==> src/hdl/kmmeg_pkg.sv <==
// package for the key matrix event generator
// shared widths, reset values, event kind codes and controller/datapath structs
// no dependencies
package kmmeg_pkg;

  localparam int ROW_COUNT_DEF = 4;
  localparam int COL_COUNT_DEF = 8;
  localparam int LEVEL_W       = 8;
  localparam int ROW_W_IN      = 2;
  localparam int POT_W         = 12;

  localparam int NOTE_W = 7;
  localparam int VEL_W  = 7;
  localparam int CHAN_W = 5;
  localparam int KIND_W = 2;

  localparam int APB_ADDR_W = 4;
  localparam int APB_DATA_W = 32;

  localparam logic [NOTE_W-1:0] ROOT_NOTE_RST = 7'd48;
  localparam logic [VEL_W-1:0]  VELOCITY_RST  = 7'd100;
  localparam logic [CHAN_W-1:0] CHANNEL_RST   = 5'd1;
  localparam logic [NOTE_W-1:0] CC_NUMBER_RST = 7'd1;
  localparam logic [VEL_W-1:0]  CC_MAX        = 7'd127;

  localparam logic [1:0] REG_ROOT_NOTE = 2'd0;
  localparam logic [1:0] REG_VELOCITY  = 2'd1;
  localparam logic [1:0] REG_CHANNEL   = 2'd2;
  localparam logic [1:0] REG_CC_NUMBER = 2'd3;

  localparam logic CMD_ROW = 1'b0;
  localparam logic CMD_POT = 1'b1;

  localparam logic [KIND_W-1:0] KIND_NOTE_OFF = 2'd0;
  localparam logic [KIND_W-1:0] KIND_NOTE_ON  = 2'd1;
  localparam logic [KIND_W-1:0] KIND_CC       = 2'd2;

  typedef struct packed {
    logic [NOTE_W-1:0] root_note;
    logic [VEL_W-1:0]  note_velocity;
    logic [CHAN_W-1:0] midi_channel;
    logic [NOTE_W-1:0] cc_number;
  } cfg_t;

  typedef struct packed {
    logic capture;
    logic col_step;
    logic emit_note;
    logic emit_cc;
  } ctrl_cmd_t;

  typedef struct packed {
    logic row_ok;
    logic diff_any;
    logic cc_fire;
    logic cur_diff;
    logic rest_zero;
    logic out_free;
  } dp_status_t;

endpackage

==> src/hdl/kmmeg_cfg.sv <==
// configuration registers behind an apb-style port
// depends on kmmeg_pkg
module kmmeg_cfg (
  input  logic                                clk_i,
  input  logic                                rst_ni,
  input  logic                                psel,
  input  logic                                penable,
  input  logic                                pwrite,
  input  logic [kmmeg_pkg::APB_ADDR_W-1:0]    paddr,
  input  logic [kmmeg_pkg::APB_DATA_W-1:0]    pwdata,
  output logic [kmmeg_pkg::APB_DATA_W-1:0]    prdata,
  output logic                                pready,
  output kmmeg_pkg::cfg_t                     cfg_o
);

  kmmeg_pkg::cfg_t cfg_q;
  logic [1:0]      reg_idx;
  logic            wr_en;

  assign reg_idx = paddr[3:2];
  assign wr_en   = psel && penable && pwrite;
  assign pready  = 1'b1;
  assign cfg_o   = cfg_q;

  always_ff @(posedge clk_i or negedge rst_ni) begin
    if (!rst_ni) begin
      cfg_q.root_note     <= kmmeg_pkg::ROOT_NOTE_RST;
      cfg_q.note_velocity <= kmmeg_pkg::VELOCITY_RST;
      cfg_q.midi_channel  <= kmmeg_pkg::CHANNEL_RST;
      cfg_q.cc_number     <= kmmeg_pkg::CC_NUMBER_RST;
    end else if (wr_en) begin
      unique case (reg_idx)
        kmmeg_pkg::REG_ROOT_NOTE: cfg_q.root_note     <= pwdata[kmmeg_pkg::NOTE_W-1:0];
        kmmeg_pkg::REG_VELOCITY:  cfg_q.note_velocity <= pwdata[kmmeg_pkg::VEL_W-1:0];
        kmmeg_pkg::REG_CHANNEL:   cfg_q.midi_channel  <= pwdata[kmmeg_pkg::CHAN_W-1:0];
        kmmeg_pkg::REG_CC_NUMBER: cfg_q.cc_number     <= pwdata[kmmeg_pkg::NOTE_W-1:0];
        default: ;
      endcase
    end
  end

  always_comb begin
    unique case (reg_idx)
      kmmeg_pkg::REG_ROOT_NOTE: prdata = kmmeg_pkg::APB_DATA_W'(cfg_q.root_note);
      kmmeg_pkg::REG_VELOCITY:  prdata = kmmeg_pkg::APB_DATA_W'(cfg_q.note_velocity);
      kmmeg_pkg::REG_CHANNEL:   prdata = kmmeg_pkg::APB_DATA_W'(cfg_q.midi_channel);
      kmmeg_pkg::REG_CC_NUMBER: prdata = kmmeg_pkg::APB_DATA_W'(cfg_q.cc_number);
      default:                  prdata = '0;
    endcase
  end

endmodule

==> src/hdl/kmmeg_ctrl.sv <==
// controller state machine: accepts a transaction, walks the columns, emits events
// depends on kmmeg_pkg
module kmmeg_ctrl (
  input  logic                  clk_i,
  input  logic                  rst_ni,
  input  logic                  in_valid_i,
  input  logic                  cmd_i,
  output logic                  in_stall_o,
  input  kmmeg_pkg::dp_status_t status_i,
  output kmmeg_pkg::ctrl_cmd_t  cmd_o
);

  localparam logic [1:0] ST_IDLE = 2'd0;
  localparam logic [1:0] ST_SCAN = 2'd1;
  localparam logic [1:0] ST_CC   = 2'd2;

  logic [1:0] state_q, state_d;

  assign in_stall_o = (state_q != ST_IDLE);

  always_comb begin
    state_d = state_q;
    cmd_o   = '0;
    unique case (state_q)
      ST_IDLE: begin
        if (in_valid_i) begin
          cmd_o.capture = 1'b1;
          if (cmd_i == kmmeg_pkg::CMD_POT) begin
            if (status_i.cc_fire) state_d = ST_CC;
          end else if (status_i.row_ok && status_i.diff_any) begin
            state_d = ST_SCAN;
          end
        end
      end
      ST_SCAN: begin
        // a changed column waits for the output register to free up
        if (!status_i.cur_diff || status_i.out_free) begin
          cmd_o.emit_note = status_i.cur_diff;
          cmd_o.col_step  = 1'b1;
          if (status_i.rest_zero) state_d = ST_IDLE;
        end
      end
      ST_CC: begin
        if (status_i.out_free) begin
          cmd_o.emit_cc = 1'b1;
          state_d       = ST_IDLE;
        end
      end
      default: state_d = ST_IDLE;
    endcase
  end

  always_ff @(posedge clk_i or negedge rst_ni) begin
    if (!rst_ni) begin
      state_q <= ST_IDLE;
    end else begin
      state_q <= state_d;
    end
  end

endmodule

==> src/hdl/kmmeg_dp.sv <==
// datapath: key state, change mask, column counter, control change state, output register
// depends on kmmeg_pkg
module kmmeg_dp #(
  parameter int ROW_COUNT = kmmeg_pkg::ROW_COUNT_DEF,
  parameter int COL_COUNT = kmmeg_pkg::COL_COUNT_DEF
) (
  input  logic                                  clk_i,
  input  logic                                  rst_ni,
  input  kmmeg_pkg::cfg_t                       cfg_i,
  input  kmmeg_pkg::ctrl_cmd_t                  cmd_i,
  output kmmeg_pkg::dp_status_t                 status_o,
  input  logic                                  cmd_bit_i,
  input  logic [kmmeg_pkg::ROW_W_IN-1:0]        row_i,
  input  logic [kmmeg_pkg::LEVEL_W-1:0]         col_levels_i,
  input  logic [kmmeg_pkg::POT_W-1:0]           pot_sample_i,
  output logic                                  out_valid_o,
  input  logic                                  out_stall_i,
  output logic [kmmeg_pkg::KIND_W-1:0]          kind_o,
  output logic [kmmeg_pkg::CHAN_W-1:0]          channel_o,
  output logic [kmmeg_pkg::NOTE_W-1:0]          number_o,
  output logic [kmmeg_pkg::VEL_W-1:0]           value_o,
  output logic                                  last_o
);

  localparam int SCAN_COLS = (COL_COUNT < kmmeg_pkg::LEVEL_W) ? COL_COUNT : kmmeg_pkg::LEVEL_W;
  localparam int ROW_W     = (ROW_COUNT > 1) ? $clog2(ROW_COUNT) : 1;
  localparam int COL_W     = (SCAN_COLS > 1) ? $clog2(SCAN_COLS) : 1;

  logic [SCAN_COLS-1:0]          keys_q [ROW_COUNT];
  logic [SCAN_COLS-1:0]          diff_q, diff_d, on_q, pressed, col_bit;
  logic [COL_W-1:0]              col_q;
  logic [kmmeg_pkg::NOTE_W-1:0]  note_base_q, note_base_d, note;
  logic [31:0]                   row_ext, col_ext;
  logic [ROW_W-1:0]              row_idx;
  logic                          row_write;

  logic [kmmeg_pkg::VEL_W-1:0]   last_cc_q, cc_val_q, cc_new;
  logic                          cc_sent_q;
  logic [kmmeg_pkg::POT_W-4:0]   pot_div;

  logic                          out_valid_q;
  logic [kmmeg_pkg::KIND_W-1:0]  kind_q;
  logic [kmmeg_pkg::CHAN_W-1:0]  channel_q;
  logic [kmmeg_pkg::NOTE_W-1:0]  number_q;
  logic [kmmeg_pkg::VEL_W-1:0]   value_q;
  logic                          last_q;

  // row sample decode
  assign row_ext     = 32'(row_i);
  assign row_idx     = row_ext[ROW_W-1:0];
  assign pressed     = ~col_levels_i[SCAN_COLS-1:0];
  assign note_base_d = cfg_i.root_note + kmmeg_pkg::NOTE_W'(row_ext * COL_COUNT);
  assign row_write   = cmd_i.capture && (cmd_bit_i == kmmeg_pkg::CMD_ROW) && status_o.row_ok;

  // pot sample: divide by 8, clamp
  assign pot_div = pot_sample_i[kmmeg_pkg::POT_W-1:3];
  assign cc_new  = (pot_div > 9'(kmmeg_pkg::CC_MAX)) ? kmmeg_pkg::CC_MAX
                                                      : pot_div[kmmeg_pkg::VEL_W-1:0];

  // column walk
  assign col_bit = SCAN_COLS'(1) << col_q;
  assign diff_d  = diff_q & ~col_bit;
  assign col_ext = 32'(col_q);
  assign note    = note_base_q + col_ext[kmmeg_pkg::NOTE_W-1:0];

  assign status_o.row_ok    = (row_ext < ROW_COUNT);
  assign status_o.diff_any  = |(pressed ^ keys_q[row_idx]);
  assign status_o.cc_fire   = !cc_sent_q || (cc_new != last_cc_q);
  assign status_o.cur_diff  = |(diff_q & col_bit);
  assign status_o.rest_zero = (diff_d == '0);
  assign status_o.out_free  = !out_valid_q || !out_stall_i;

  always_ff @(posedge clk_i or negedge rst_ni) begin
    if (!rst_ni) begin
      for (int r = 0; r < ROW_COUNT; r++) begin
        keys_q[r] <= '0;
      end
      last_cc_q <= '0;
      cc_sent_q <= 1'b0;
    end else begin
      // the row's final state is known at once; the change mask drives the events
      if (row_write) keys_q[row_idx] <= pressed;
      if (cmd_i.capture && (cmd_bit_i == kmmeg_pkg::CMD_POT) && status_o.cc_fire) begin
        last_cc_q <= cc_new;
        cc_sent_q <= 1'b1;
      end
    end
  end

  always_ff @(posedge clk_i) begin
    if (cmd_i.capture) begin
      diff_q      <= pressed ^ keys_q[row_idx];
      on_q        <= pressed;
      note_base_q <= note_base_d;
      col_q       <= '0;
      cc_val_q    <= cc_new;
    end else if (cmd_i.col_step) begin
      diff_q <= diff_d;
      col_q  <= col_q + COL_W'(1);
    end
  end

  always_ff @(posedge clk_i or negedge rst_ni) begin
    if (!rst_ni) begin
      out_valid_q <= 1'b0;
    end else if (cmd_i.emit_note || cmd_i.emit_cc) begin
      out_valid_q <= 1'b1;
    end else if (!out_stall_i) begin
      out_valid_q <= 1'b0;
    end
  end

  always_ff @(posedge clk_i) begin
    if (cmd_i.emit_note) begin
      kind_q    <= (|(on_q & col_bit)) ? kmmeg_pkg::KIND_NOTE_ON : kmmeg_pkg::KIND_NOTE_OFF;
      value_q   <= (|(on_q & col_bit)) ? cfg_i.note_velocity : '0;
      number_q  <= note;
      channel_q <= cfg_i.midi_channel;
      last_q    <= status_o.rest_zero;
    end else if (cmd_i.emit_cc) begin
      kind_q    <= kmmeg_pkg::KIND_CC;
      value_q   <= cc_val_q;
      number_q  <= cfg_i.cc_number;
      channel_q <= cfg_i.midi_channel;
      last_q    <= 1'b1;
    end
  end

  assign out_valid_o = out_valid_q;
  assign kind_o      = kind_q;
  assign channel_o   = channel_q;
  assign number_o    = number_q;
  assign value_o     = value_q;
  assign last_o      = last_q;

  a_emit_exclusive: assert property (@(posedge clk_i) disable iff (!rst_ni)
    !(cmd_i.emit_note && cmd_i.emit_cc))
    else $error("note and control change emitted together");

  a_emit_slot_free: assert property (@(posedge clk_i) disable iff (!rst_ni)
    (cmd_i.emit_note || cmd_i.emit_cc) |-> status_o.out_free)
    else $error("output register overwritten while held");

  a_note_on_change: assert property (@(posedge clk_i) disable iff (!rst_ni)
    cmd_i.emit_note |-> status_o.cur_diff)
    else $error("note event for an unchanged column");

  a_step_clears: assert property (@(posedge clk_i) disable iff (!rst_ni)
    (cmd_i.col_step && !cmd_i.capture) |=> ((diff_q & $past(col_bit)) == '0))
    else $error("change bit survived its column step");

endmodule

==> src/hdl/key_matrix_midi_event_generator_top.sv <==
// row sample: accepted when idle, then one column a cycle up to the highest changed column;
//   a changed column waits while the output register is held by a stall
// pot sample: accepted when idle; a new control change loads the output register once it is free
// events reach the output register from the scan or control change state; one sample at a time
// reset clears key state, control change history and output valid, and loads register defaults
// depends on kmmeg_pkg, kmmeg_cfg, kmmeg_ctrl and kmmeg_dp
module key_matrix_midi_event_generator_top #(
  parameter int ROW_COUNT = kmmeg_pkg::ROW_COUNT_DEF,
  parameter int COL_COUNT = kmmeg_pkg::COL_COUNT_DEF
) (
  input  logic                               clk_i,
  input  logic                               rst_ni,
  input  logic                               psel,
  input  logic                               penable,
  input  logic                               pwrite,
  input  logic [kmmeg_pkg::APB_ADDR_W-1:0]   paddr,
  input  logic [kmmeg_pkg::APB_DATA_W-1:0]   pwdata,
  output logic [kmmeg_pkg::APB_DATA_W-1:0]   prdata,
  output logic                               pready,
  input  logic                               in_valid_i,
  output logic                               in_stall_o,
  input  logic                               cmd_i,
  input  logic [kmmeg_pkg::ROW_W_IN-1:0]     row_i,
  input  logic [kmmeg_pkg::LEVEL_W-1:0]      col_levels_i,
  input  logic [kmmeg_pkg::POT_W-1:0]        pot_sample_i,
  output logic                               out_valid_o,
  input  logic                               out_stall_i,
  output logic [kmmeg_pkg::KIND_W-1:0]       kind_o,
  output logic [kmmeg_pkg::CHAN_W-1:0]       channel_o,
  output logic [kmmeg_pkg::NOTE_W-1:0]       number_o,
  output logic [kmmeg_pkg::VEL_W-1:0]        value_o,
  output logic                               last_o
);

  kmmeg_pkg::cfg_t       cfg;
  kmmeg_pkg::ctrl_cmd_t  ctrl_cmd;
  kmmeg_pkg::dp_status_t dp_status;

  kmmeg_cfg u_cfg (
    .clk_i   (clk_i),
    .rst_ni  (rst_ni),
    .psel    (psel),
    .penable (penable),
    .pwrite  (pwrite),
    .paddr   (paddr),
    .pwdata  (pwdata),
    .prdata  (prdata),
    .pready  (pready),
    .cfg_o   (cfg)
  );

  kmmeg_ctrl u_ctrl (
    .clk_i      (clk_i),
    .rst_ni     (rst_ni),
    .in_valid_i (in_valid_i),
    .cmd_i      (cmd_i),
    .in_stall_o (in_stall_o),
    .status_i   (dp_status),
    .cmd_o      (ctrl_cmd)
  );

  kmmeg_dp #(
    .ROW_COUNT (ROW_COUNT),
    .COL_COUNT (COL_COUNT)
  ) u_dp (
    .clk_i        (clk_i),
    .rst_ni       (rst_ni),
    .cfg_i        (cfg),
    .cmd_i        (ctrl_cmd),
    .status_o     (dp_status),
    .cmd_bit_i    (cmd_i),
    .row_i        (row_i),
    .col_levels_i (col_levels_i),
    .pot_sample_i (pot_sample_i),
    .out_valid_o  (out_valid_o),
    .out_stall_i  (out_stall_i),
    .kind_o       (kind_o),
    .channel_o    (channel_o),
    .number_o     (number_o),
    .value_o      (value_o),
    .last_o       (last_o)
  );

endmodule

==> config.mk <==
export PLATFORM = sky130hd
export DESIGN_NAME = key_matrix_midi_event_generator_top
export DESIGN_NICKNAME = d
export VERILOG_FILES = /design/src/hdl/kmmeg_pkg.sv /design/src/hdl/kmmeg_cfg.sv /design/src/hdl/kmmeg_ctrl.sv /design/src/hdl/kmmeg_dp.sv /design/src/hdl/key_matrix_midi_event_generator_top.sv
export SDC_FILE = /design/constraint.sdc
export NUM_CORES = 1
export LEC_CHECK = 0
export ABC_AREA = 0
export BUFFER_PORTS_ARGS = -buffer_cell sky130_fd_sc_hd__buf_2
export CAP_MARGIN = 0
export CORE_ASPECT_RATIO = 0.9
export CORE_MARGIN = 5
export CORE_UTILIZATION = 50
export CTS_CLUSTER_SIZE = 25
export DETAILED_ROUTE_END_ITERATION = 7
export PLACE_DENSITY_LB_ADDON = 0.1
export SYNTH_ARGS = -nofsm -noshare
export SYNTH_HDL_FRONTEND = slang
export SYNTH_SLANG_ARGS = --single-unit
==> constraint.sdc <==
create_clock -name clk_i -period 7.13 [get_ports clk_i]
set_clock_uncertainty 0.05 [all_clocks]
set_input_delay 1.426 -clock clk_i [delete_from_list [all_inputs] [get_ports clk_i]]
set_output_delay 1.426 -clock clk_i [all_outputs]
set_load 0.02 [all_outputs]
Word-level counts from Yosys, hierarchy flattened

Index checks and enable logic that the tools add are counted.

Register bits: 124
Input port bits: 66
Output and inout port bits: 57
Word-level logic and storage cells: 119

Add/sub/neg operators: 3
Magnitude comparators: 4
Eq/ne operators: 13
Shifts and indexed selects: 1
Muxes and demuxes: 38
Bitwise logic cells: 8
Reductions and logical operators: 30

Operator list:

| cell                  | count |
|---|---|
| $pmux W32 S4          | 1 |
| $mux W7               | 6 |
| $mux W8               | 5 |
| $bwmux W32            | 1 |
| $and A8 B8 Y8         | 3 |
| $reduce_or A8 Y1      | 3 |
| $mux W2               | 11 |
| $bmux W8 S2           | 1 |
| $demux W8 S2          | 1 |
| $not A8 Y8            | 2 |
| $mux W5               | 2 |
| $gt A9 B7 Y1 const B  | 1 |
| $mux W1               | 9 |
| $logic_and A1 B1 Y1   | 8 |
| $logic_not A8 Y1      | 1 |
| $reduce_and A2 Y1     | 4 |
| $shl A1 B3 Y8 const A | 1 |
| $xor A8 B8 Y8         | 1 |
| $add A7 B3 Y7         | 1 |
| $add A7 B5 Y7         | 1 |
| $ne A7 B7 Y1          | 1 |
| $eq A2 B2 Y1 const B  | 3 |
| $ne A2 B1 Y1 const B  | 3 |
| $ne A3 B2 Y1 const B  | 2 |
| other kinds (14)      | 25 |

Logic depth before layout (Yosys ltp)

Depth after elaboration: 11
Gate-level depth with buffers: 10
Mapped depth without buffers: 8

By module

A second synthesis with hierarchy kept.

Cells, all modules: 484
Area, all modules: 6,009.5 um^2

Modules (own cells, without submodules):

| module     | instances | cells each | area each (um^2) | sequential area each (um^2) |
|---|---|---|---|---|
| kmmeg_dp   | 1         | 366        | 4,466.8          | 2,647.5 |
| kmmeg_cfg  | 1         | 99         | 1,400.1          | 659.4 |
| kmmeg_ctrl | 1         | 19         | 142.6            | 50.0 |

Worst setup path before layout

No wires, ideal clock.

Path kind: input port to output port
Start point: input port paddr[2] in the netlist's numbering
End point: output port prdata[0] in the netlist's numbering
Arrival time: 2.412 ns
Required time: 5.654 ns
Path slack: 3.242 ns
Stages: 2
Buffers on the path: 1
Cell sequence: buf_1 mux4_2

Cells in the longest elaborated chain, start to end: 2
Elaborated cells on any way between the ends: 5
Those cells by class: eq/ne: 3; mux: 1; reduce/logical: 1

RTL lines:

| element                              | line                                      | source |
|---|---|---|
| from (decl)                          | key_matrix_midi_event_generator_top.sv:16 | `input logic [kmmeg_pkg::APB_ADDR_W-1:0] paddr,` |
| $eq A2 B2 Y1 (tied with other cells) | kmmeg_cfg.sv:43                           | `unique case (reg_idx)` |
| $pmux W32 S4 *                       | kmmeg_cfg.sv:43                           |  |
| to (decl)                            | key_matrix_midi_event_generator_top.sv:18 | `output logic [kmmeg_pkg::APB_DATA_W-1:0] prdata,` |

Mark *: on every way between the ends. The rest lies on a longest branch, timed or not. The select of a mux whose other input is x is not followed.

Final worst setup path

Start point: input port paddr[2] in the netlist's numbering
End point: output port prdata[4] in the netlist's numbering

Same word-level chain as after synthesis.

==> out/qor.log <==
INFO  cells_and_area area.growth.synth_to_final=16.25%
INFO  synth          postSynth.asyncResetShare=55.65%
INFO  setup_path     critPathSlowestCell=sky130_fd_sc_hd__mux4_2
INFO  timing         slew_violations=0
INFO  pwr            vdd_drop_max=0.1749mV
INFO  setup_path     worst_path_largest_cell_delay=0.56ns
INFO  grt            via_count_of_the_first_global_routing_pass=3753
INFO  synth          netlist_top_cells_area=sky130_fd_sc_hd__edfxtp_1 (27%), sky130_fd_sc_hd__dfrtp_1 (26%), sky130_fd_sc_hd__mux2_2 (6.3%)
INFO  pwr            powerDensity=428.3mW/mm2
INFO  setup_path     worst_ep_required_time=5.65ns
INFO  cells_and_area share_of_layout_cells_above_drive_strength_1=27.58%
INFO  timing         max_clock_freq=255.3MHz
INFO  synth          yosysSeqAreaShare=57.22%
INFO  floorplan      initial_utilization=51.10%
INFO  floorplan      top_level_ports=123
INFO  setup_path     timing.critical_path.arrival=2.44ns
INFO  floorplan      core=0.01148mm2
INFO  floorplan      die-height=112.8um
INFO  grt            grt_max_degree=70
INFO  cts            post_cts_hold_buffer_count=0
INFO  pwr            cellInternalPower=0.001956W
INFO  placed_design  detailedPlacementHpwl=8602um
INFO  pwr            power.net_switching=0.0009646W
INFO  route          first_iter_violations=250
INFO  floorplan      floorplan.die.width=124.2um
INFO  status         outcome=complete, no violations
INFO  timing         post-route-period-util=54.93%
INFO  cts            root_buffer=sky130_fd_sc_hd__clkbuf_16
INFO  grt            grt_pass1_wl=19550um
INFO  synth          netlist_area=0.005867mm2
INFO  setup_path     critical_path.n_buffers_inverters=2
INFO  timing         unrepaired_setup_endpoints_after_global_routing=no
INFO  synth          synth_largest_type_area_fraction=26.62%
INFO  setup_path     crit_type=input port to output port
INFO  setup_path     reg2reg_launch_point=u_dp.col_q[2]
INFO  worst_hold_path whs_path_depth=0
INFO  placed_design  port_buffers=66
INFO  cells_and_area n_antenna_cell=0
INFO  synth          synth_warnings=0
INFO  synth          synth_enable_flop_cells=52
INFO  cts            cts_post_setup_buffers_inserted=0
INFO  route          post_drt_via_cell_ratio=5.279
INFO  cts            cts_htree_levels=4
INFO  floorplan      floorplan.die_area=0.01400mm2
INFO  route          drc_errors=0
INFO  run            timing.max_cap.violations=0
INFO  pwr            leakage=2.894nW
INFO  grt            grt_use_total=18.82%
INFO  grt            grt-ovfl-total=0
INFO  worst_hold_path hold_start=u_cfg.cfg_o[11]
INFO  route          routed_wirelength=12070um
INFO  synth          synth.ff_latch_count=124
INFO  cts            cts_resized=0
INFO  synth          ys_dominant_reg_cell=sky130_fd_sc_hd__dfrtp_1
INFO  floorplan      std_cell_rows=37
INFO  setup_path     critical_path.most_common_cell=sky130_fd_sc_hd__buf_2
INFO  route          route.vias.total=3790
INFO  setup_path     cp_max_fo=13
INFO  cts            insertion_delay=0.42ns
INFO  setup_path     setup.worst_path.start_class=input port
INFO  synth          syn-mean-instance-area=12.27um2
INFO  pwr            power_frac_seq=42.2%
INFO  timing         count_of_final_hold_check_violations=0
INFO  cts            clock_transition_at_the_registers_of_the_reported_paths=0.05ns
INFO  grt            number_of_antenna_violations_at_the_first_check_in_global_routing=0
INFO  cells_and_area fin_nets=628
INFO  timing         setup-violations-final=0
INFO  placed_design  place_congestion=0.8999
INFO  setup_path     worstReg2RegEnd=u_dp.value_o[4]
INFO  route          avgRoutedWirePerCell=16.81um
INFO  timing         tightestPinTransition=1.177ns
INFO  synth          netlist.top_cell.by_area=sky130_fd_sc_hd__edfxtp_1
INFO  cts            cts_tree=yes
INFO  timing         max_slew_margin=20.91%
INFO  worst_hold_path hold_path_sink=u_dp.channel_o[4]
INFO  cells_and_area final.fill_count=973
INFO  route          first_pass_iters=5
INFO  route          ant_nets=0
INFO  cts            clockBufferDepth=2
INFO  setup_path     critPathTopFamily=multiplexers
INFO  pwr            share_clk_of_total_power=27.6%
INFO  cells_and_area finalNonFillerCells=718
INFO  placed_design  postPlaceCellArea=0.006259mm2
INFO  placed_design  number_of_instances_in_the_placed_design=686
INFO  setup_path     rr_worst_depth=9
INFO  worst_hold_path worstHoldPathType=register to register
INFO  cts            cts_buffers=17
INFO  synth          syn_inst_count=478
INFO  cells_and_area final_core_utilization=59.40%
INFO  setup_path     timing.reg2reg.setup_slack=4.10ns
INFO  setup_path     cp_cell_sequence=buf_2 -> mux4_2 -> buf_2
INFO  timing         final.setup.tns=0ns
INFO  cells_and_area design_area=0.006820mm2
INFO  timing         timing.final.crit_period=3.916ns
INFO  cts            clkSinkCount=124
INFO  pwr            power_frac_comb=30.2%
INFO  pwr            switching_share=33.03%
INFO  setup_path     sort_of_element_at_the_end_of_the_critical_path=output port
INFO  synth          post_synth_num_cell_types=52
sequential cells by signal (all words and copies together) (netlist names), 2 cells and up:
register	count
u_ctrl.state_q	2
u_dp.number_o	7
u_dp.col_q	3
u_dp.last_cc_q	7
u_dp.keys_q	32
u_dp.note_base_q	7
u_dp.kind_o	2
u_dp.on_q	8
u_dp.channel_o	5
u_dp.diff_q	8
u_dp.value_o	7
u_dp.cc_val_q	7
u_cfg.cfg_o	26
cell type report:
type	count	area (um2)	share of cell area, %
flip-flops and latches	124	3357	49.22
multi-input cells	309	2245	32.91
repair buffers	70	360.3	5.283
inverters	27	101.3	1.486
clock inverters	7	65.06	0.9540
clock buffers	25	496.7	7.283
well taps	156	195.2	2.862
power groups by stage:
stage	clock [W]	combinational, W	sequential [W]
after floorplan	0	0.000577	0.00128
after global placement	0	0.000868	0.00123
after detailed placement	0	0.000885	0.00124
after CTS	0.000820	0.000890	0.00123
after global routing	0.000864	0.000978	0.00126
final	0.000806	0.000881	0.00123
how the worst max path moves through the flow:
stage / start / end / slack, ns / cells past startpoint
global placement: paddr[2] / prdata[4] / 3.23 / 3
CTS: paddr[2] / prdata[4] / 3.22 / 3
floorplan: paddr[2] / prdata[0] / 3.24 / 2
global route: paddr[2] / prdata[4] / 3.18 / 3
detailed placement: paddr[2] / prdata[0] / 3.21 / 3
finish: paddr[2] / prdata[4] / 3.21 / 3
synthesized netlist by cell type (12+ instances only):
| cell | instances |
|---|---|
| sky130_fd_sc_hd__dfrtp_1 | 62 |
| sky130_fd_sc_hd__nand2_1 | 57 |
| sky130_fd_sc_hd__o21ai_0 | 54 |
| sky130_fd_sc_hd__edfxtp_1 | 52 |
| sky130_fd_sc_hd__mux2_2 | 33 |
| sky130_fd_sc_hd__buf_4 | 26 |
| sky130_fd_sc_hd__inv_1 | 26 |
| sky130_fd_sc_hd__nor2_1 | 14 |
| sky130_fd_sc_hd__mux4_2 | 13 |
| sky130_fd_sc_hd__xnor2_1 | 13 |
| sky130_fd_sc_hd__clkbuf_1 | 12 |
layer usage:
metal	track usage [%]	part of all wire, %	vias up
li1	-	-	1814
met2	27.95	47	122
met4	6.861	1.6	0
met3	6.247	5.9	19
met5	0	0	-
met1	25.93	46	1835
stage by stage:
step           setup slack (ns)  hold slack, ns  power [W]
2_1_floorplan             3.242          0.3775   0.001858
3_3_place_gp              3.227          0.3964   0.002099
3_5_place_dp              3.210          0.4077   0.002129
4_1_cts                   3.217          0.4201   0.002945
5_1_grt                   3.184          0.4326   0.003107
6_report                  3.214          0.4202   0.002921
kinds of logic (layout without fill, tap and decap cells):
logic type	Yosys count	count (layout)	synth area share [%]
DFF	124	124	57.22
and+or+nand+nor	110	110	8.680
AOI/OAI and AO/OA	92	92	10.11
buffers and inverters	69	129	6.121
muxes	51	51	12.18
xor gates and xnor gates	17	17	2.538
adders and majority gates	13	13	3.028
other	2	26	0.1280
worst register-to-register path, stage by stage (launching register included):
cell and delay (ns):
sky130_fd_sc_hd__dfxtp_1 0.55, sky130_fd_sc_hd__clkinv_1 0.34, sky130_fd_sc_hd__ha_1 0.33, sky130_fd_sc_hd__a22oi_1 0.17, sky130_fd_sc_hd__nand2_1 0.08, sky130_fd_sc_hd__a311oi_1 0.39, sky130_fd_sc_hd__nand3b_1 0.17, sky130_fd_sc_hd__buf_4 0.27
sky130_fd_sc_hd__nor2_1 0.21, sky130_fd_sc_hd__a22o_1 0.24
cells in the final DEF (no fill, tap or decap), drive strengths merged, types with 3 or more instances in the layout:
master	synthesis	final
nor2b	4	4
conb	2	26
clkinv	1	6
dfrtp	62	62
o211ai	4	4
nand3	11	11
nand2	57	57
mux2	33	33
o21ai	55	55
a21o	3	3
edfxtp	52	52
xnor2	13	13
dfxtp	3	3
xor2	4	4
inv	26	26
a21oi	6	6
mux2i	5	5
or3	6	6
nor2	14	14
dfstp	7	7
mux4	13	13
buf	30	70
ha	11	11
a22oi	3	3
nand2b	6	6
clkbuf	12	25
a22o	8	8
a222oi	3	3
No activity file was read; power rests on OpenSTA's default activity.
